[src/rtl/blr_pkg.sv]
// Package with shared constants for the Bresenham line rasteriser.
`timescale 1ns / 1ps
package blr_pkg;

  localparam int COORD_BITS  = 12;
  localparam int QUEUE_DEPTH = 4;

  localparam logic MODE_START = 1'b0;
  localparam logic MODE_NEXT  = 1'b1;

endpackage

[src/rtl/blr_in_if.sv]
// Input channel interface carrying start and next-pixel commands.
`timescale 1ns / 1ps
interface blr_in_if #(
  parameter int COORD_BITS = blr_pkg::COORD_BITS
);
  logic                         valid;
  logic                         ready;
  logic                         mode;
  logic signed [COORD_BITS-1:0] start_x;
  logic signed [COORD_BITS-1:0] start_y;
  logic signed [COORD_BITS-1:0] end_x;
  logic signed [COORD_BITS-1:0] end_y;

  modport source (output valid, mode, start_x, start_y, end_x, end_y, input ready);
  modport sink   (input valid, mode, start_x, start_y, end_x, end_y, output ready);
endinterface

[src/rtl/blr_out_if.sv]
// Output channel interface carrying rasterised pixels.
`timescale 1ns / 1ps
interface blr_out_if #(
  parameter int COORD_BITS = blr_pkg::COORD_BITS
);
  logic                         valid;
  logic                         ready;
  logic signed [COORD_BITS-1:0] pixel_x;
  logic signed [COORD_BITS-1:0] pixel_y;
  logic                         last_pixel;

  modport source (output valid, pixel_x, pixel_y, last_pixel, input ready);
  modport sink   (input valid, pixel_x, pixel_y, last_pixel, output ready);
endinterface

[src/rtl/bresenham_line_rasterizer.sv]
// Top level of the all-octant Bresenham line rasteriser.
// A next-pixel beat passes through the command queue and then the registered pixel output.
// Throughput: one beat per cycle while the output is not stalled; the stepper updates its error term on each pixel.
// A start beat gives no output and occupies one queue slot.
// Synchronous reset empties the command queue, drops the output and idles the stepper.
`timescale 1ns / 1ps
module bresenham_line_rasterizer #(
  parameter int COORD_BITS  = blr_pkg::COORD_BITS,
  parameter int QUEUE_DEPTH = blr_pkg::QUEUE_DEPTH
) (
  input logic       clk,
  input logic       rst,
  blr_in_if.sink    in_ch,
  blr_out_if.source out_ch
);

  localparam int CMD_W = 4 * COORD_BITS + 5;

  logic             push;
  logic [CMD_W-1:0] push_cmd;
  logic             queue_ready;
  logic             pop;
  logic [CMD_W-1:0] head_cmd;
  logic             head_valid;

  blr_front #(.COORD_BITS(COORD_BITS)) u_front (
    .in_ch       (in_ch),
    .push        (push),
    .cmd         (push_cmd),
    .queue_ready (queue_ready)
  );

  blr_queue #(.WIDTH(CMD_W), .DEPTH(QUEUE_DEPTH)) u_queue (
    .clk        (clk),
    .rst        (rst),
    .push       (push),
    .push_data  (push_cmd),
    .push_ready (queue_ready),
    .pop        (pop),
    .pop_data   (head_cmd),
    .pop_valid  (head_valid)
  );

  blr_back #(.COORD_BITS(COORD_BITS)) u_back (
    .clk       (clk),
    .rst       (rst),
    .cmd       (head_cmd),
    .cmd_valid (head_valid),
    .cmd_pop   (pop),
    .out_ch    (out_ch)
  );

endmodule

[src/rtl/blr_front.sv]
// Front end: accepts input beats and classifies line setup into queue commands.
`timescale 1ns / 1ps
module blr_front #(
  parameter int COORD_BITS = blr_pkg::COORD_BITS,
  localparam int CMD_W = 4 * COORD_BITS + 5
) (
  blr_in_if.sink     in_ch,
  output logic       push,
  output logic [CMD_W-1:0] cmd,
  input  logic       queue_ready
);

  localparam int N = COORD_BITS;

  typedef struct packed {
    logic                is_start;
    logic                steep;
    logic                neg;
    logic signed [N-1:0] x0;
    logic signed [N-1:0] y0;
    logic [N:0]          major;
    logic [N:0]          minor;
  } cmd_t;

  logic signed [N:0] dx;
  logic signed [N:0] dy;
  logic [N:0]        adx;
  logic [N:0]        ady;
  logic              steep;
  logic              swap;
  cmd_t              c;

  always_comb begin
    dx    = {in_ch.end_x[N-1], in_ch.end_x} - {in_ch.start_x[N-1], in_ch.start_x};
    dy    = {in_ch.end_y[N-1], in_ch.end_y} - {in_ch.start_y[N-1], in_ch.start_y};
    adx   = dx[N] ? $unsigned(-dx) : $unsigned(dx);
    ady   = dy[N] ? $unsigned(-dy) : $unsigned(dy);
    steep = adx < ady;
    if (!steep) begin
      swap = dy[N] || (dy == '0 && dx[N]);
    end else begin
      swap = dx[N] || (dx == '0 && dy[N]);
    end
    c.is_start = (in_ch.mode == blr_pkg::MODE_START);
    c.steep    = steep;
    c.neg      = (dx[N] && !dy[N] && dy != '0) || (dy[N] && !dx[N] && dx != '0);
    c.x0       = swap ? in_ch.end_x : in_ch.start_x;
    c.y0       = swap ? in_ch.end_y : in_ch.start_y;
    c.major    = steep ? ady : adx;
    c.minor    = steep ? adx : ady;
  end

  assign cmd         = c;
  assign push        = in_ch.valid && queue_ready;
  assign in_ch.ready = queue_ready;

endmodule

[src/rtl/blr_queue.sv]
// Short register queue decoupling the front end from the stepper.
`timescale 1ns / 1ps
module blr_queue #(
  parameter int WIDTH = 8,
  parameter int DEPTH = blr_pkg::QUEUE_DEPTH
) (
  input  logic             clk,
  input  logic             rst,
  input  logic             push,
  input  logic [WIDTH-1:0] push_data,
  output logic             push_ready,
  input  logic             pop,
  output logic [WIDTH-1:0] pop_data,
  output logic             pop_valid
);

  localparam int PTR_W = (DEPTH > 1) ? $clog2(DEPTH) : 1;
  localparam int CNT_W = $clog2(DEPTH + 1);

  logic [WIDTH-1:0] entries [DEPTH];
  logic [PTR_W-1:0] wr_ptr;
  logic [PTR_W-1:0] rd_ptr;
  logic [CNT_W-1:0] count;

  assign push_ready = (count != CNT_W'(DEPTH));
  assign pop_valid  = (count != '0);
  assign pop_data   = entries[rd_ptr];

  always_ff @(posedge clk) begin
    if (rst) begin
      wr_ptr <= '0;
      rd_ptr <= '0;
      count  <= '0;
    end else begin
      if (push) begin
        wr_ptr <= (wr_ptr == PTR_W'(DEPTH - 1)) ? '0 : wr_ptr + 1'b1;
      end
      if (pop) begin
        rd_ptr <= (rd_ptr == PTR_W'(DEPTH - 1)) ? '0 : rd_ptr + 1'b1;
      end
      count <= count + CNT_W'(push) - CNT_W'(pop);
    end
  end

  always_ff @(posedge clk) begin
    if (push) begin
      entries[wr_ptr] <= push_data;
    end
  end

  assert property (@(posedge clk) disable iff (rst) pop |-> pop_valid)
    else $error("Queue popped while empty.");
  assert property (@(posedge clk) disable iff (rst) push |-> push_ready)
    else $error("Queue pushed while full.");
  assert property (@(posedge clk) disable iff (rst) count <= CNT_W'(DEPTH))
    else $error("Queue count exceeds depth.");

endmodule

[src/rtl/blr_back.sv]
// Back end: line stepper with a registered pixel output.
`timescale 1ns / 1ps
module blr_back #(
  parameter int COORD_BITS = blr_pkg::COORD_BITS,
  localparam int CMD_W = 4 * COORD_BITS + 5
) (
  input  logic             clk,
  input  logic             rst,
  input  logic [CMD_W-1:0] cmd,
  input  logic             cmd_valid,
  output logic             cmd_pop,
  blr_out_if.source        out_ch
);

  localparam int N = COORD_BITS;
  localparam int E = COORD_BITS + 3;

  typedef struct packed {
    logic                is_start;
    logic                steep;
    logic                neg;
    logic signed [N-1:0] x0;
    logic signed [N-1:0] y0;
    logic [N:0]          major;
    logic [N:0]          minor;
  } cmd_t;

  cmd_t                c;
  logic signed [N-1:0] cur_x;
  logic signed [N-1:0] cur_y;
  logic signed [E-1:0] error_term;
  logic [N:0]          major_delta;
  logic [N:0]          minor_delta;
  logic                major_dir_negative;
  logic                steep;
  logic [N:0]          pixels_left;
  logic                active;
  logic                out_valid;

  logic                can_emit;
  logic                emit;
  logic signed [E-1:0] err_add;
  logic signed [E-1:0] err_sub;
  logic [N-1:0]        major_step;
  logic [N-1:0]        major_pos;
  logic [N-1:0]        minor_pos;
  logic                minor_move;

  assign c        = cmd;
  assign can_emit = !out_valid || out_ch.ready;
  assign emit     = cmd_valid && !c.is_start && active && can_emit;
  assign cmd_pop  = cmd_valid && (c.is_start || !active || can_emit);

  always_comb begin
    err_add    = error_term + $signed({1'b0, minor_delta, 1'b0});
    err_sub    = err_add - $signed({1'b0, major_delta, 1'b0});
    minor_move = !err_add[E-1];
    major_step = major_dir_negative ? '1 : N'(1);
    major_pos  = (steep ? cur_y : cur_x) + major_step;
    minor_pos  = (steep ? cur_x : cur_y) + N'(minor_move);
  end

  always_ff @(posedge clk) begin
    if (rst) begin
      cur_x              <= '0;
      cur_y              <= '0;
      error_term         <= '0;
      major_delta        <= '0;
      minor_delta        <= '0;
      major_dir_negative <= 1'b0;
      steep              <= 1'b0;
      pixels_left        <= '0;
      active             <= 1'b0;
      out_valid          <= 1'b0;
    end else begin
      if (emit) begin
        out_valid <= 1'b1;
      end else if (out_ch.ready) begin
        out_valid <= 1'b0;
      end
      if (cmd_valid && c.is_start) begin
        cur_x              <= c.x0;
        cur_y              <= c.y0;
        major_delta        <= c.major;
        minor_delta        <= c.minor;
        error_term         <= -$signed({2'b00, c.major});
        major_dir_negative <= c.neg;
        steep              <= c.steep;
        pixels_left        <= c.major + 1'b1;
        active             <= 1'b1;
      end else if (emit) begin
        pixels_left <= pixels_left - 1'b1;
        if (pixels_left == (N + 1)'(1)) begin
          active <= 1'b0;
        end else begin
          error_term <= minor_move ? err_sub : err_add;
          if (steep) begin
            cur_y <= major_pos;
            cur_x <= minor_pos;
          end else begin
            cur_x <= major_pos;
            cur_y <= minor_pos;
          end
        end
      end
    end
  end

  always_ff @(posedge clk) begin
    if (emit) begin
      out_ch.pixel_x    <= cur_x;
      out_ch.pixel_y    <= cur_y;
      out_ch.last_pixel <= (pixels_left == (N + 1)'(1));
    end
  end

  assign out_ch.valid = out_valid;

  assert property (@(posedge clk) disable iff (rst) active |-> pixels_left != '0)
    else $error("Active line with no pixels left.");
  assert property (@(posedge clk) disable iff (rst)
      emit && pixels_left == (N + 1)'(1) |=> !active && out_ch.last_pixel)
    else $error("Final pixel did not end the line.");
  assert property (@(posedge clk) disable iff (rst) emit |-> cmd_pop)
    else $error("Pixel emitted without consuming its command.");

endmodule

[src/flat_wrapper.sv]
// flat-port wrapper written by rule: the top's interface ports become plain ports
module bresenham_line_rasterizer_flat 
#(
  parameter int COORD_BITS  = blr_pkg::COORD_BITS,
  parameter int QUEUE_DEPTH = blr_pkg::QUEUE_DEPTH
)
  (clk, rst, in_ch_valid, in_ch_mode, in_ch_start_x, in_ch_start_y, in_ch_end_x, in_ch_end_y, in_ch_ready, out_ch_valid, out_ch_pixel_x, out_ch_pixel_y, out_ch_last_pixel, out_ch_ready);
  blr_in_if #(.COORD_BITS(COORD_BITS)) in_ch_i ();
  blr_out_if #(.COORD_BITS(COORD_BITS)) out_ch_i ();
  input logic clk;
  input logic rst;
  input wire logic [$bits(in_ch_i.valid)-1:0] in_ch_valid;
  input wire logic [$bits(in_ch_i.mode)-1:0] in_ch_mode;
  input wire logic [$bits(in_ch_i.start_x)-1:0] in_ch_start_x;
  input wire logic [$bits(in_ch_i.start_y)-1:0] in_ch_start_y;
  input wire logic [$bits(in_ch_i.end_x)-1:0] in_ch_end_x;
  input wire logic [$bits(in_ch_i.end_y)-1:0] in_ch_end_y;
  output wire logic [$bits(in_ch_i.ready)-1:0] in_ch_ready;
  output wire logic [$bits(out_ch_i.valid)-1:0] out_ch_valid;
  output wire logic [$bits(out_ch_i.pixel_x)-1:0] out_ch_pixel_x;
  output wire logic [$bits(out_ch_i.pixel_y)-1:0] out_ch_pixel_y;
  output wire logic [$bits(out_ch_i.last_pixel)-1:0] out_ch_last_pixel;
  input wire logic [$bits(out_ch_i.ready)-1:0] out_ch_ready;
  assign in_ch_i.valid = in_ch_valid;
  assign in_ch_i.mode = in_ch_mode;
  assign in_ch_i.start_x = in_ch_start_x;
  assign in_ch_i.start_y = in_ch_start_y;
  assign in_ch_i.end_x = in_ch_end_x;
  assign in_ch_i.end_y = in_ch_end_y;
  assign in_ch_ready = in_ch_i.ready;
  assign out_ch_valid = out_ch_i.valid;
  assign out_ch_pixel_x = out_ch_i.pixel_x;
  assign out_ch_pixel_y = out_ch_i.pixel_y;
  assign out_ch_last_pixel = out_ch_i.last_pixel;
  assign out_ch_i.ready = out_ch_ready;
  bresenham_line_rasterizer #(.COORD_BITS(COORD_BITS), .QUEUE_DEPTH(QUEUE_DEPTH)) u_core (.clk(clk), .rst(rst), .in_ch(in_ch_i), .out_ch(out_ch_i));
endmodule
[config.mk]
export PLATFORM = sky130hd
export DESIGN_NAME = bresenham_line_rasterizer_flat
export DESIGN_NICKNAME = d
export VERILOG_FILES = /design/src/rtl/blr_pkg.sv /design/src/rtl/blr_in_if.sv /design/src/rtl/blr_out_if.sv /design/src/rtl/bresenham_line_rasterizer.sv /design/src/rtl/blr_front.sv /design/src/rtl/blr_queue.sv /design/src/rtl/blr_back.sv /design/src/flat_wrapper.sv
export SDC_FILE = /design/constraint.sdc
export NUM_CORES = 1
export LEC_CHECK = 0
export BUFFER_PORTS_ARGS = -buffer_cell sky130_fd_sc_hd__buf_2
export CORE_ASPECT_RATIO = 1.75
export CORE_MARGIN = 5
export CORE_UTILIZATION = 62
export DETAILED_ROUTE_END_ITERATION = 8
export GPL_ROUTABILITY_DRIVEN = 0
export PLACE_DENSITY_LB_ADDON = 0.12
export SYNTH_ARGS = -nofsm -noshare
export SYNTH_HDL_FRONTEND = slang
export SYNTH_SLANG_ARGS = --single-unit
[constraint.sdc]
create_clock -name clk -period 7.65 [get_ports clk]
set_clock_uncertainty 0.1 [all_clocks]
set_input_delay 1.1475 -clock clk [delete_from_list [all_inputs] [get_ports clk]]
set_output_delay 1.1475 -clock clk [all_outputs]
set_load 0.01 [all_outputs]
### Word-level counts from Yosys, hierarchy flattened

Memory sizes are Yosys's and may differ from the RTL's. A register that Yosys moved wholly into a read port is not among the register bits.
Index checks and enable logic that the tools add are counted.

| cells by class | value |
|---|---|
| add/sub/neg operators | 15 |
| multiply operators | 0 |
| div/mod/pow operators | 0 |
| order comparisons | 1 |
| equality and inequality tests | 5 |
| shift-type cells | 0 |
| muxes and demuxes | 35 |
| bitwise operators | 1 |
| reduce and logical (&&, ||, !) cells | 34 |

Operators by type and width:

| cell | count |
|---|---|
| 2-to-1 mux 12 bit | 13 |
| 2-to-1 mux 13 bit | 6 |
| 2-to-1 mux 15 bit | 4 |
| zero test 13 bit | 2 |
| negator 13 bit | 2 |
| nonzero test 13 bit | 2 |
| subtractor 12 x 12 -> 13 bit | 2 |
| adder 15 bit | 1 |
| negator 13 -> 15 bit | 1 |
| subtractor 15 bit | 1 |
| adder 13 x 1 -> 13 bit, second input constant | 1 |
| == test 13 x 1 -> 1 bit, second input constant | 1 |
| < comparator 13 bit | 1 |
| subtractor 13 x 1 -> 13 bit, second input constant | 1 |
| adder 12 x 1 -> 12 bit | 1 |
| adder 12 bit | 1 |
| logical AND 1 bit | 12 |
| 2-to-1 mux 1 bit | 8 |
| 2-to-1 mux 2 bit | 4 |
| zero test 1 bit | 6 |
| logical OR 1 bit | 6 |
| nonzero test 2 bit | 3 |
| adder 2 x 1 -> 2 bit, second input constant | 2 |
| == test 2 bit, second input constant | 2 |
| other kinds (7) | 8 |

| storage, ports and cells | value |
|---|---|
| bits in registers | 114 |
| bits in latches | 0 |
| memory bits (writable) | 212 |
| memory bits (read-only) | 0 |
| input bits | 53 |
| output and inout port bits | 27 |
| word-level logic and storage cells | 108 |
| memories | 1 |

Memory list:

| name | depth | width | read ports | clocked after Yosys merged registers in | write ports | line | source |
|---|---|---|---|---|---|---|---|
| u_core.u_queue.entries | 4 | 53 | 1 | 1 | 1 | blr_queue.sv:20 | `logic [WIDTH-1:0] entries [DEPTH];` |

### Depth between registers and ports, before layout

Gate-level depths: netlist (run 1).

| logic depth | value |
|---|---|
| depth in word-level cells | 7 |
| gate-level depth with buffers | 22 |
| mapped depth without buffers | 21 |

### Modules after synthesis

A second synthesis (run 1) with hierarchy kept.

| unflattened totals | value |
|---|---|
| cells, all modules | 1,526 |
| area, all modules | 18,032.3 um^2 |

Modules (own cells, without submodules):

| module | instances | cells each | area each (um^2) | sequential area each (um^2) |
|---|---|---|---|---|
| blr_queue | 1 | 320 | 8,165.3 | 6,546.3 |
| blr_back | 1 | 852 | 7,133.1 | 2,372.3 |
| blr_front | 1 | 354 | 2,733.9 | 0.0 |

### Least setup slack after synthesis (run 1)

No wires, ideal clock.

| timing path | value |
|---|---|
| path kind | input-to-reg |
| start | input port in_ch_end_x[0] |
| end | memory u_core.u_queue.entries[0][10] in the netlist's numbering (data pin) |
| library setup time | 0.183 ns |
| arrival | 5.823 ns |
| required time | 7.367 ns |
| setup slack | 1.544 ns |
| stages on the path | 21 |
| buffers on the path | 2 |
| path through | inv_1 -> ha_1 -> fa_1 -> nand2b_1 -> a21o_1 -> a22oi_1 -> xnor2_1 -> nand2_1 -> or4_4 -> nand2_1 -> xor2_1 -> inv_1 -> ha_1 -> a21o_1 -> a21o_1 -> a21oi_1 -> o21ai_0 -> a21oi_1 -> clkbuf_1 -> clkbuf_1 -> mux2i_1 |

| between the ends | value |
|---|---|
| cells in the longest elaborated chain, start to end | 5 |

RTL lines:

| element | line | source |
|---|---|---|
| start, declared | flat_wrapper.sv:16 | `input wire logic [$bits(in_ch_i.end_x)-1:0] in_ch_end_x;` |
| subtractor 12 x 12 -> 13 bit (*) | blr_front.sv:34 | `dx = {in_ch.end_x[N-1], in_ch.end_x} - {in_ch.start_x[N-1], in_ch.start_x};` |
| negator 13 bit | blr_front.sv:36 | `adx = dx[N] ? $unsigned(-dx) : $unsigned(dx);` |
| 2-to-1 mux 13 bit (*) | blr_front.sv:36 |  |
| < comparator 13 bit (*) | blr_front.sv:38 | `steep = adx < ady;` |
| named net u_core.push_cmd[51] | bresenham_line_rasterizer.sv:20 | `logic [CMD_W-1:0] push_cmd;` |
| 2-to-1 mux 13 bit (*) | blr_front.sv:50 | `c.minor = steep ? adx : ady;` |
| named net u_core.push_cmd[10] | bresenham_line_rasterizer.sv:20 |  |
| end, declared | blr_queue.sv:20 |  |

Mark *: on every way through the listed nets, which the timed path passes. The rest lies on a longest branch.

### Final worst setup path (run 1)

| timing path | value |
|---|---|
| start | input port in_ch_end_y[0] |
| end | memory u_core.u_queue.entries[0][49] in the netlist's numbering (data pin) |

| between the ends | value |
|---|---|
| cells in the longest elaborated chain, start to end | 6 |
| elaborated cells on any way between the ends | 11 |
| classes of those cells | add/sub: 2; order compare: 1; mux: 3; reduce/logical: 5 |

RTL lines:

| element | line | source |
|---|---|---|
| start, declared | flat_wrapper.sv:17 | `input wire logic [$bits(in_ch_i.end_y)-1:0] in_ch_end_y;` |
| subtractor 12 x 12 -> 13 bit (*) | blr_front.sv:35 | `dy = {in_ch.end_y[N-1], in_ch.end_y} - {in_ch.start_y[N-1], in_ch.start_y};` |
| negator 13 bit or zero test 13 bit (tied branches) | blr_front.sv:37, blr_front.sv:40 |  |
| 2-to-1 mux 13 bit or logical AND 1 bit (tied branches) | blr_front.sv:37, blr_front.sv:40 |  |
| < comparator 13 bit or logical OR 1 bit (tied branches) | blr_front.sv:38, blr_front.sv:40 |  |
| 2-to-1 mux 1 bit (*) | blr_front.sv:39 | `if (!steep) begin` |
| 2-to-1 mux 12 bit (*) | blr_front.sv:47 | `c.x0 = swap ? in_ch.end_x : in_ch.start_x;` |
| named net u_core.push_cmd[49] | bresenham_line_rasterizer.sv:20 |  |

Marked as above.

==> results of run 1 <==
[final cells by class]
type                            instances  area (µm²)
Inverter                               84         315
Fill cell                            2122        8930
Clock buffer                           32         737
Sequential cell                       327        8920
Clock inverter                         22         287
Multi-Input combinational cell       1062        8230
Timing Repair Buffer                   95         515
Tap cell                              378         473
[per-layer routing]
layer / track usage [%] / wire length, µm / up-vias
li1: - / - / 5832
met1: 32.0 / 16100 / 6079
met2: 47.6 / 21800 / 351
met3: 2.39 / 1790 / 79
met4: 9.70 / 1540 / 0
met5: 0 / 0 / -
[synthesized netlist by cell type (19+ instances only)]
cell,n,share of area (%)
clkbuf_1,58,1.2
edfxtp_1,237,40
o21ai_0,74,2.1
ha_1,87,6.1
mux2_2,19,1.2
a211oi_1,38,1.6
xor2_1,53,2.6
dfxtp_1,90,10
mux2i_1,35,2.0
nand2_1,141,3.0
inv_1,84,1.8
xnor2_1,55,2.7
a21o_1,20,0.85
mux4_2,53,6.7
nor3_1,36,1.0
nor2_1,111,2.4
nand3_1,29,0.82
a21oi_1,97,2.7
[state kept, by name (all words and copies together), names as in the netlist, named ones only]
register / count
u_core.u_back.active: 1
u_core.u_back.cur_x: 12
u_core.u_back.cur_y: 12
u_core.u_back.error_term: 14
u_core.u_back.major_delta: 13
u_core.u_back.major_dir_negative: 1
u_core.u_back.minor_delta: 13
u_core.u_back.out_ch.last_pixel: 1
u_core.u_back.out_ch.pixel_x: 12
u_core.u_back.out_ch.pixel_y: 12
u_core.u_back.out_ch.valid: 1
u_core.u_back.pixels_left: 13
u_core.u_back.steep: 1
u_core.u_queue.count: 3
u_core.u_queue.entries: 212
u_core.u_queue.rd_ptr: 2
u_core.u_queue.wr_ptr: 2
[worst max-delay path by stage]
stage	start	to	slack, ns	cells past startpoint
2_1_floorplan	in_ch_end_x[0]	u_core.u_queue.entries[0][10]	1.54	21
3_3_place_gp	in_ch_end_y[0]	u_core.u_queue.entries[2][38]	0.79	23
3_5_place_dp	in_ch_end_y[0]	u_core.u_queue.entries[3][49]	0.63	23
4_1_cts	in_ch_end_y[0]	u_core.u_queue.entries[3][49]	1.25	23
5_1_grt	in_ch_end_y[0]	u_core.u_queue.entries[3][49]	0.81	23
6_report	in_ch_end_y[0]	u_core.u_queue.entries[0][49]	1.21	23
[critical path: stages]
cell and delay, ns:
buf_2 0.09, inv_1 0.04, ha_1 0.21, fa_1 0.40, nand2b_1 0.17, a211oi_1 0.35, o221ai_1 0.19, nor2b_1 0.17
xnor2_1 0.23, nor4_1 0.32, buf_4 0.19, a21oi_1 0.08, xnor2_1 0.43, ha_1 0.34, a21o_1 0.17, a21o_1 0.18
a21oi_1 0.13, o21ai_0 0.15, a21oi_4 0.41, a311oi_1 0.14, a311oi_4 0.22, buf_4 0.46, mux2_2 0.43
[stage by stage]
step / hold slack (ns) / util [%] / instance area (µm²) / setup WS (ns) / cells
floorplan: 0.330 / - / 17700 / 1.54 / 1541
global placement: 0.342 / 65.0 / 18500 / 0.785 / 1946
detailed placement: 0.348 / 65.0 / 18500 / 0.633 / 1946
CTS: 0.357 / 68.6 / 19500 / 1.25 / 2000
global route: 0.380 / 68.6 / 19500 / 0.805 / 2000
finish: 0.358 / 68.6 / 19500 / 1.21 / 2000
[power breakdown]
group | internal (mW) | switching [mW] | leakage (nW)
Combinational | 1.72 | 2.50 | 3.94
Sequential | 2.49 | 0.265 | 2.93
Clock | 0.904 | 0.653 | 0.493
[logic make-up after synthesis]
group                    share of synthesized area, %
multiplexers                                     11.4
buffers and inverters                            3.35
flip-flops                                       50.3
XOR/XNOR                                         5.43
AO/OA/AOI/OAI                                    12.1
adder cells (fa/ha/maj)                          6.82
AND/OR/NAND/NOR                                  10.5
==> results.md, run 1 <==
* Outcome: finished clean
* Vias per cell at 6.17
* RSZ-0062 raised after global routing: false
* I/O Buffers at around 80
* Peak supply drop at approximately 0.25 mV
* Root Driver: clkbuf_16
* Die W at approximately 140 µm
* Via count at between 10000 and 15000
* Total CTS buffers at 29
* Die Ht at ~230 µm
* Pleak at about 7.4 nW
* Power, Total at between 8 and 9 mW
* Hpwl dp at ~29000 µm
* Commonest non-fill, non-tap cell in the layout: edfxtp_1
* Critical path data required time at between 7 and 8 ns
* First-pass GRT wire length at about 65000 µm
* Most frequent cells in the layout: 237 x edfxtp_1, 140 x nand2_1, 111 x nor2_1
* Tot GR Track Use at about a quarter
* # setup viols final at 0
* CTS tree: built
* Post-CTS Hold Fix Bufs at 0
* R2R depth at 17
* Starting Density at just over 60%
* Antenna diode count at 0
* DRC at 0
* Crit end category: flop
* Max Buffers Root-to-Sink at 3
* Vias in the first global route at roughly 12000
* Maximum clock rate at roughly 160 MHz
* Die area at around 32000 µm²
* P&R area growth vs syn at 9.99%
* Wire per inst at 20.6 µm
* DRT antenna net count at 0
* Setup bufs post-CTS at 0
* Reg2reg start: u_core.u_back.minor_delta[1]
* Area of the core at ~28000 µm²
* Fin crit share at ~84%
* Seq/Total Area, Yosys at roughly half
* Clk_lat worst skew at 0.57 ns
* Net count after synthesis at approximately 1700
* PD cells at around 440 nW/µm²
* Initial DRC Count at slightly above 900
* Slew @ Worst Pin at about 0.94 ns
* Setup TNS at 0 ns
* Top FF cell, synth: edfxtp_1
* Final wirelength at between 40000 and 50000 µm
* Fin crit period at around 6.4 ns
* Avg Cell Area, Syn at 11.5 µm²
* Asr flop ratio synth at 0%
* Hold Violations, Final at 0
* Post-synth EDFFs at 237
* Max-slew violations at 0
* Largest net degree at the start of global routing at 84
* # IOs at 80
* WHS Path Cells at 2
* Total grt overflow at 0
* Cells after Synth at about 1500
* Initial antenna violation count at 0
* Crit path DAT at 6.65 ns
* Cell Area, Synth at ~18000 µm²
* Standard-cell rows at 82
* R2R setup slack at around 2.8 ns
* Netlist cell types at between 70 and 80
* Post-CTS resize count at 0
* Reg-to-reg endpoint: u_core.u_back.cur_y[9]
* Final nets at ~1700
* Worst relative slew slack at between 30 and 40%
* Max-cap viol count at 0
* Worst Hold Endpoint: u_core.u_back.major_delta[5]
* CTS Sinks at 327
* Share of layout cells above drive strength 1 at between 10% and 20%
* Critical path class: in -> reg
* Clock transition at path regs at 0.07 ns
* DRT Pass-1 Iters at 5
* Ys Warns at 0
* Hold WC Path Type: reg -> reg
* Hold Crit Start: u_core.u_back.major_delta[5]
* Synth Register Bits at between 300 and 400
* Max Fanout on Critical Path at 24
* CTS HTree Levels at 1
* Startpoint Class: primary input
Power figures use the tool's default switching activity.
==> run 2, diff against run 1 <==
==> constraint.sdc (replaced) <==
create_clock -name clk -period 6.7 [get_ports clk]
set_clock_uncertainty 0.1 [all_clocks]
set_input_delay 1.005 -clock clk [delete_from_list [all_inputs] [get_ports clk]]
set_output_delay 1.005 -clock clk [all_outputs]
set_load 0.01 [all_outputs]
==> results.md, run 2 (synthesis results as in run 1) <==
* # setup viols final at 0 (unchanged)
* Total grt overflow at 0 (unchanged)
* Top Registers: u_core.u_queue.entries: 212 flops, u_core.u_back.error_term: 14 flops
* Vias per cell at 6.16 (-0.23%)
* Crit end category: flop
* DRT antenna net count at 0 (unchanged)
* I/O Buffers at 79 (unchanged)
* CTS Sinks at 327 (unchanged)
* Crit path DAT at 5.96 ns (-0.69 ns)
* Root Driver: clkbuf_16
* Most frequent cells in the layout: 237 x edfxtp_1, 140 x nand2_1, 111 x nor2_1
* Power, Total at 9.63 mW (+13%)
* Tot GR Track Use at 25.9% (-0.26 points)
* Antenna diode count at 0 (unchanged)
* Outcome: finished clean
* Max Fanout on Critical Path at 24 (unchanged)
* Maximum clock rate at roughly 170 MHz
* Critical path data required time at 6.93 ns (-0.93 ns)
* Fin crit period at ~5.7 ns
* Via count at 12307 (-0.28%)
* Clock transition at path regs at 0.07 ns (about the same)
* P&R area growth vs syn at 9.72%
* Post-CTS resize count at 0 (unchanged)
* Largest register FFs at 212 (unchanged)
* Area occupied by registers at 8920 µm² (unchanged)
* Initial antenna violation count at 0 (unchanged)
* Share of layout cells above drive strength 1 at 16.0% (+0.19 points)
* Final wirelength at 40900 µm (-0.80%)
* Pleak at 7.33 nW (-0.49%)
* DRT Pass-1 Iters at 5 (unchanged)
* Multi-input gate area at 8230 µm² (unchanged)
* Die area at 32200 µm² (unchanged)
* PD cells at 495 nW/µm² (+13%)
* Setup bufs post-CTS at 0 (unchanged)
* Initial DRC Count at 976 (+5.7%)
* # IOs at 80 (unchanged)
* Total CTS buffers at 29 (unchanged)
* Dpl cells at 1946 (unchanged)
* CTS HTree Levels at 1 (unchanged)
* Peak supply drop at 0.279 mV (+13%)
* Max Buffers Root-to-Sink at 3 (unchanged)
* Hpwl dp at 28900 µm (+1.1%)
* Final core utilization at 68.4% (-0.17 points)
* Setup TNS at 0 ns (unchanged)
* Vias in the first global route at 12260 (-0.58%)
* Critical path class: in -> reg
* Commonest non-fill, non-tap cell in the layout: edfxtp_1
* Fin crit share at between 80% and 90%
* DRC at 0 (unchanged)
* Final nets at 1745 (unchanged)
* Worst relative slew slack at 24.7% (-12 points)
* WHS Path Cells at 2 (unchanged)
* Starting Density at 62.3% (unchanged)
* RSZ-0062 raised after global routing: false
* Clk_lat worst skew at 0.56 ns (about the same)
* Max-slew violations at 0 (unchanged)
* Slew @ Worst Pin at 1.12 ns (+0.184 ns)
* Max-cap viol count at 0 (unchanged)
* CTS tree: built
* # fillers at 2152 (+1.4%)
* Standard-cell rows at 82 (unchanged)
* Die W at 138 µm (unchanged)
* Hold WC Path Type: reg -> reg
* Area of the core at 28400 µm² (unchanged)
* Top reg by flops: u_core.u_queue.entries
* Wire per inst at 20.4 µm (-0.75%)
* Post-Layout Cell Count at 1999 (-0.050%)
* Hold Violations, Final at 0 (unchanged)
* First-pass GRT wire length at 64700 µm (-0.87%)
* Startpoint Class: primary input
* Post-CTS Hold Fix Bufs at 0 (unchanged)
* Die Ht at 234 µm (unchanged)
* R2R depth at 18 (+1)
* Largest net degree at the start of global routing at 76 (-9.5%)
run 2: changes by cell type in the layout (fill, tap and decap cells not counted), moves of 2 or more:
| cell | delta |
|---|---|
| bufinv_16 | -3 |
| clkbuf_1 | -2 |
| clkinv_1 | -2 |
| clkinv_2 | +2 |
| clkinv_4 | -3 |
| clkinvlp_4 | +5 |
run 2: metal layers:
layer / routed length, µm / GRT usage [%] / up-vias
li1: - / - / 5839
met5: 0 / 0 / -
met4: 1870 / 11.4 / 0
met1: 15600 / 31.2 / 6028
met3: 1770 / 2.31 / 101
met2: 21600 / 46.8 / 339
run 2: worst max-delay path, cell delays in order:
cell,delay (ns)
buf_2,0.09
inv_1,0.04
ha_1,0.38
nor3b_1,0.18
a221oi_1,0.24
o311ai_1,0.30
or3_1,0.45
or2_1,0.25
nor4_1,0.19
buf_4,0.18
a21oi_1,0.07
xnor2_1,0.34
ha_1,0.32
a21o_1,0.16
a21o_1,0.17
a21oi_1,0.13
o21ai_0,0.15
a21oi_4,0.19
a311oi_1,0.10
a311oi_4,0.31
buf_12,0.26
mux2i_1,0.42
run 2: path summary, 6_finish.rpt:
kind / from / end / slack [ns]
setup reg to reg: u_core.u_back.minor_delta[1] / u_core.u_back.cur_y[9] / 1.74
setup / recovery: in_ch_start_y[5] / u_core.u_queue.entries[0][27] / 0.96
hold reg to reg: u_core.u_back.major_delta[9] / u_core.u_back.major_delta[9] / 0.36
hold / removal: u_core.u_back.major_delta[9] / u_core.u_back.major_delta[9] / 0.36
run 2: area by class of cell:
class / instances / share of cell area (%)
Timing Repair Buffer: 95 / 2.72
Clock buffer: 31 / 3.82
Clock inverter: 22 / 1.13
Tap cell: 378 / 2.43
Inverter: 84 / 1.62
Sequential cell: 327 / 45.9
Multi-Input combinational cell: 1062 / 42.4
run 2: power by group:
group	internal [mW]	switching, mW
combinational	1.97	2.77
clock	0.928	0.756
sequential	2.85	0.360
total	5.74	3.88
run 2: per-stage QoR:
step	cell area, µm²	hold slack, ns	worst slack [ns]
6_report	19400	0.355	0.961
5_1_grt	19400	0.375	0.609
4_1_cts	19400	0.357	1.04
3_5_place_dp	18500	0.348	0.457
3_3_place_gp	18500	0.342	0.582
2_1_floorplan	17700	0.330	0.736
==> run 3, diff against run 2 <==
--- a/config.mk
+++ b/config.mk
@@ -5,10 +5,11 @@
 export SDC_FILE = /design/constraint.sdc
 export NUM_CORES = 1
 export LEC_CHECK = 0
+export ABC_AREA = 1
 export BUFFER_PORTS_ARGS = -buffer_cell sky130_fd_sc_hd__buf_2
 export CORE_ASPECT_RATIO = 1.75
 export CORE_MARGIN = 5
-export CORE_UTILIZATION = 62
+export CORE_UTILIZATION = 63
 export DETAILED_ROUTE_END_ITERATION = 8
 export GPL_ROUTABILITY_DRIVEN = 0
 export PLACE_DENSITY_LB_ADDON = 0.12
==> results.md, run 3 <==
* Outcome: finished clean
* Hpwl dp at 34000 µm (+18%)
* Max Buffers Root-to-Sink at 3 (unchanged)
* Peak supply drop at 0.271 mV (-2.8%)
* Slew @ Worst Pin at 1.03 ns (-0.0979 ns)
* Setup TNS at 0 ns (unchanged)
* Clk_lat worst skew at 0.59 ns (+0.03 ns)
* Vias in the first global route at 15264 (+25%)
* RSZ-0062 raised after global routing: false
* PD cells at 505 nW/µm² (+1.9%)
* Hold WC Path Type: reg -> reg
* Post-synth EDFFs at 237 (unchanged)
* Startpoint Class: primary input
* Vias per cell at 5.95 (-3.4%)
* Final wirelength at 48200 µm (+18%)
* Antenna diode count at 0 (unchanged)
* Cell area after placement at 19100 µm² (+3.6%)
* Most common cell in the synthesized netlist: nand2_1
* Starting Density at 63.5% (+1.2 points)
* Most frequent cells in the layout: 545 x nand2_1, 237 x edfxtp_1, 214 x nor2_1
* Maximum clock rate at 188 MHz (+7.8%)
* Hold Violations, Final at 0 (unchanged)
* Initial antenna violation count at 0 (unchanged)
* Crit path DAT at 5.54 ns (-0.42 ns)
* Setup bufs post-CTS at 0 (unchanged)
* Critical path class: in -> reg
* CTS tree: built
* Die area at 33100 µm² (+2.8%)
* Cells after Synth at 2219 (+44%)
* Avg Cell Area, Syn at 8.35 µm² (-27%)
* Synth top area share at 38.4% (-1.8 points)
* Synth Register Bits at 327 (unchanged)
* DRT antenna net count at 0 (unchanged)
* Initial DRC Count at 1361 (+39%)
* Top Registers: u_core.u_queue.entries: 212 flops, u_core.u_back.error_term: 14 flops
* Pre-CTS setup slack at 0.873 ns (+0.417 ns)
* Synth top cells by count: 546 x nand2_1, 237 x edfxtp_1, 218 x nor2_1
* Total CTS buffers at 30 (+3.4%)
* Top cell type by total area after synthesis: edfxtp_1
* Via count at 15821 (+29%)
* # setup viols final at 0 (unchanged)
* Largest register FFs at 212 (unchanged)
* Commonest non-fill, non-tap cell in the layout: nand2_1
* # IOs at 80 (unchanged)
* Top FF cell, synth: edfxtp_1
* I/O Buffers at 79 (unchanged)
* Critical path data required time at 6.92 ns (about the same)
* Share of layout cells above drive strength 1 at 8.91% (-7.1 points)
* Max Fanout on Critical Path at 29 (+21%)
* Largest cells by area after synthesis: edfxtp_1 38%, nand2_1 11%, dfxtp_1 9.7%
* Crit end category: flop
* WHS at 0.358 ns (+0.00235 ns)
* P&R area growth vs syn at 8.85%
* Net count after synthesis at 2365 (+40%)
* CTS HTree Levels at 1 (unchanged)
* Largest net degree at the start of global routing at 64 (-16%)
* Fin crit period at 5.32 ns (-0.417 ns)
* First-pass GRT wire length at 76800 µm (+19%)
* Netlist cell types at 55 (-29%)
* Pleak at 8.44 nW (+15%)
* Setup WS post-layout at 1.38 ns (+0.417 ns)
* Post-CTS resize count at 0 (unchanged)
* Worst relative slew slack at 31.5% (+6.7 points)
* CTS Sinks at 327 (unchanged)
* Standard-cell rows at 83 (+1.2%)
* Ys Warns at 0 (unchanged)
* Final nets at 2402 (+38%)
* Max-cap viol count at 0 (unchanged)
* Area of the core at 29200 µm² (+2.7%)
* Fin crit share at 79.4% (-6.2 points)
* Clock transition at path regs at 0.07 ns (about the same)
* DRT Pass-1 Iters at 6 (+1)
* Post-CTS Hold Fix Bufs at 0 (unchanged)
* Root Driver: clkbuf_16
* Die Ht at 237 µm (+1.4%)
* DRC at 0 (unchanged)
* Seq/Total Area, Yosys at 48.1% (-2.2 points)
* Total grt overflow at 0 (unchanged)
* Asr flop ratio synth at 0% (unchanged)
* Top reg by flops: u_core.u_queue.entries
* Tot GR Track Use at 28.7% (+2.7 points)
* Design area at 20200 µm² (+3.8%)
* Max-slew violations at 0 (unchanged)
* Cell Area, Synth at 18500 µm² (+4.6%)
* Wire per inst at 18.1 µm (-11%)
* Die W at 140 µm (+1.4%)
==> run 3: cell type report <==
cell class | instances | area [µm²]
fillers | 2392 | 9010
flip-flops and latches | 327 | 8920
multi-input cells | 1604 | 8480
clock buffers | 32 | 779
inverters | 199 | 749
repair buffers | 94 | 508
well taps | 382 | 478
clock inverters | 23 | 258
==> run 3: logic make-up (layout without fill, tap and decap cells) <==
logic type / after synthesis / after routing / synth area share (%)
AOI/OAI and AO/OA: 442 / 442 / 13.2
adders and majority gates: 93 / 93 / 6.52
buffers and inverters: 288 / 348 / 6.31
and+or+nand+nor: 1006 / 1006 / 22.8
DFF: 327 / 327 / 48.1
xor gates and xnor gates: 63 / 63 / 3.06
==> run 3: through the flow <==
stage	utilization, %	total power, mW	std cells
after floorplan	-	7.02	2219
after CTS	69.1	10.1	2661
after detailed placement	65.6	8.30	2606
final	69.1	10.2	2661
after global placement	65.6	8.16	2606
after global routing	69.1	10.9	2661
==> run 3: worst max-delay path: stages <==
cell,delay (ns)
buf_2,0.09
inv_1,0.04
ha_1,0.22
fa_1,0.53
ha_1,0.15
inv_1,0.05
nor2_1,0.09
nand3_1,0.12
nor2_2,0.14
nand3_2,0.09
o21ai_0,0.22
xor2_1,0.26
inv_1,0.11
ha_1,0.30
a21oi_1,0.16
o21ai_0,0.11
a21oi_1,0.13
nand2_1,0.28
inv_2,0.44
nand2_2,0.12
nand2_4,0.28
nand2_4,0.27
nand2_1,0.17
nand2_1,0.11
==> run 3: final timing paths <==
kind	slack, ns	startpoint	end	depth (start not counted)
setup reg to reg	2.63	flop	u_core.u_back.cur_x[1]	14
hold / removal	0.36	u_core.u_back.cur_x[2]	u_core.u_back.out_ch.pixel_x[2]	0
hold reg to reg	0.36	u_core.u_back.cur_x[2]	u_core.u_back.out_ch.pixel_x[2]	0
setup / recovery	1.38	in_ch_end_y[0]	u_core.u_queue.entries[1][42]	24
==> run 3: metal layers <==
layer  GRT usage [%]  part of all wire (%)  vias to the layer above
li1                -                     -                     7611
met5               0                     0                        -
met3            2.63                   5.9                      126
met1            34.0                    38                     7474
met2            52.6                    52                      610
met4            12.5                   4.1                        0
==> run 3: power by group <==
group	internal [mW]	switching (mW)
Combinational	1.64	3.59
Clock	1.04	0.761
Sequential	2.88	0.275
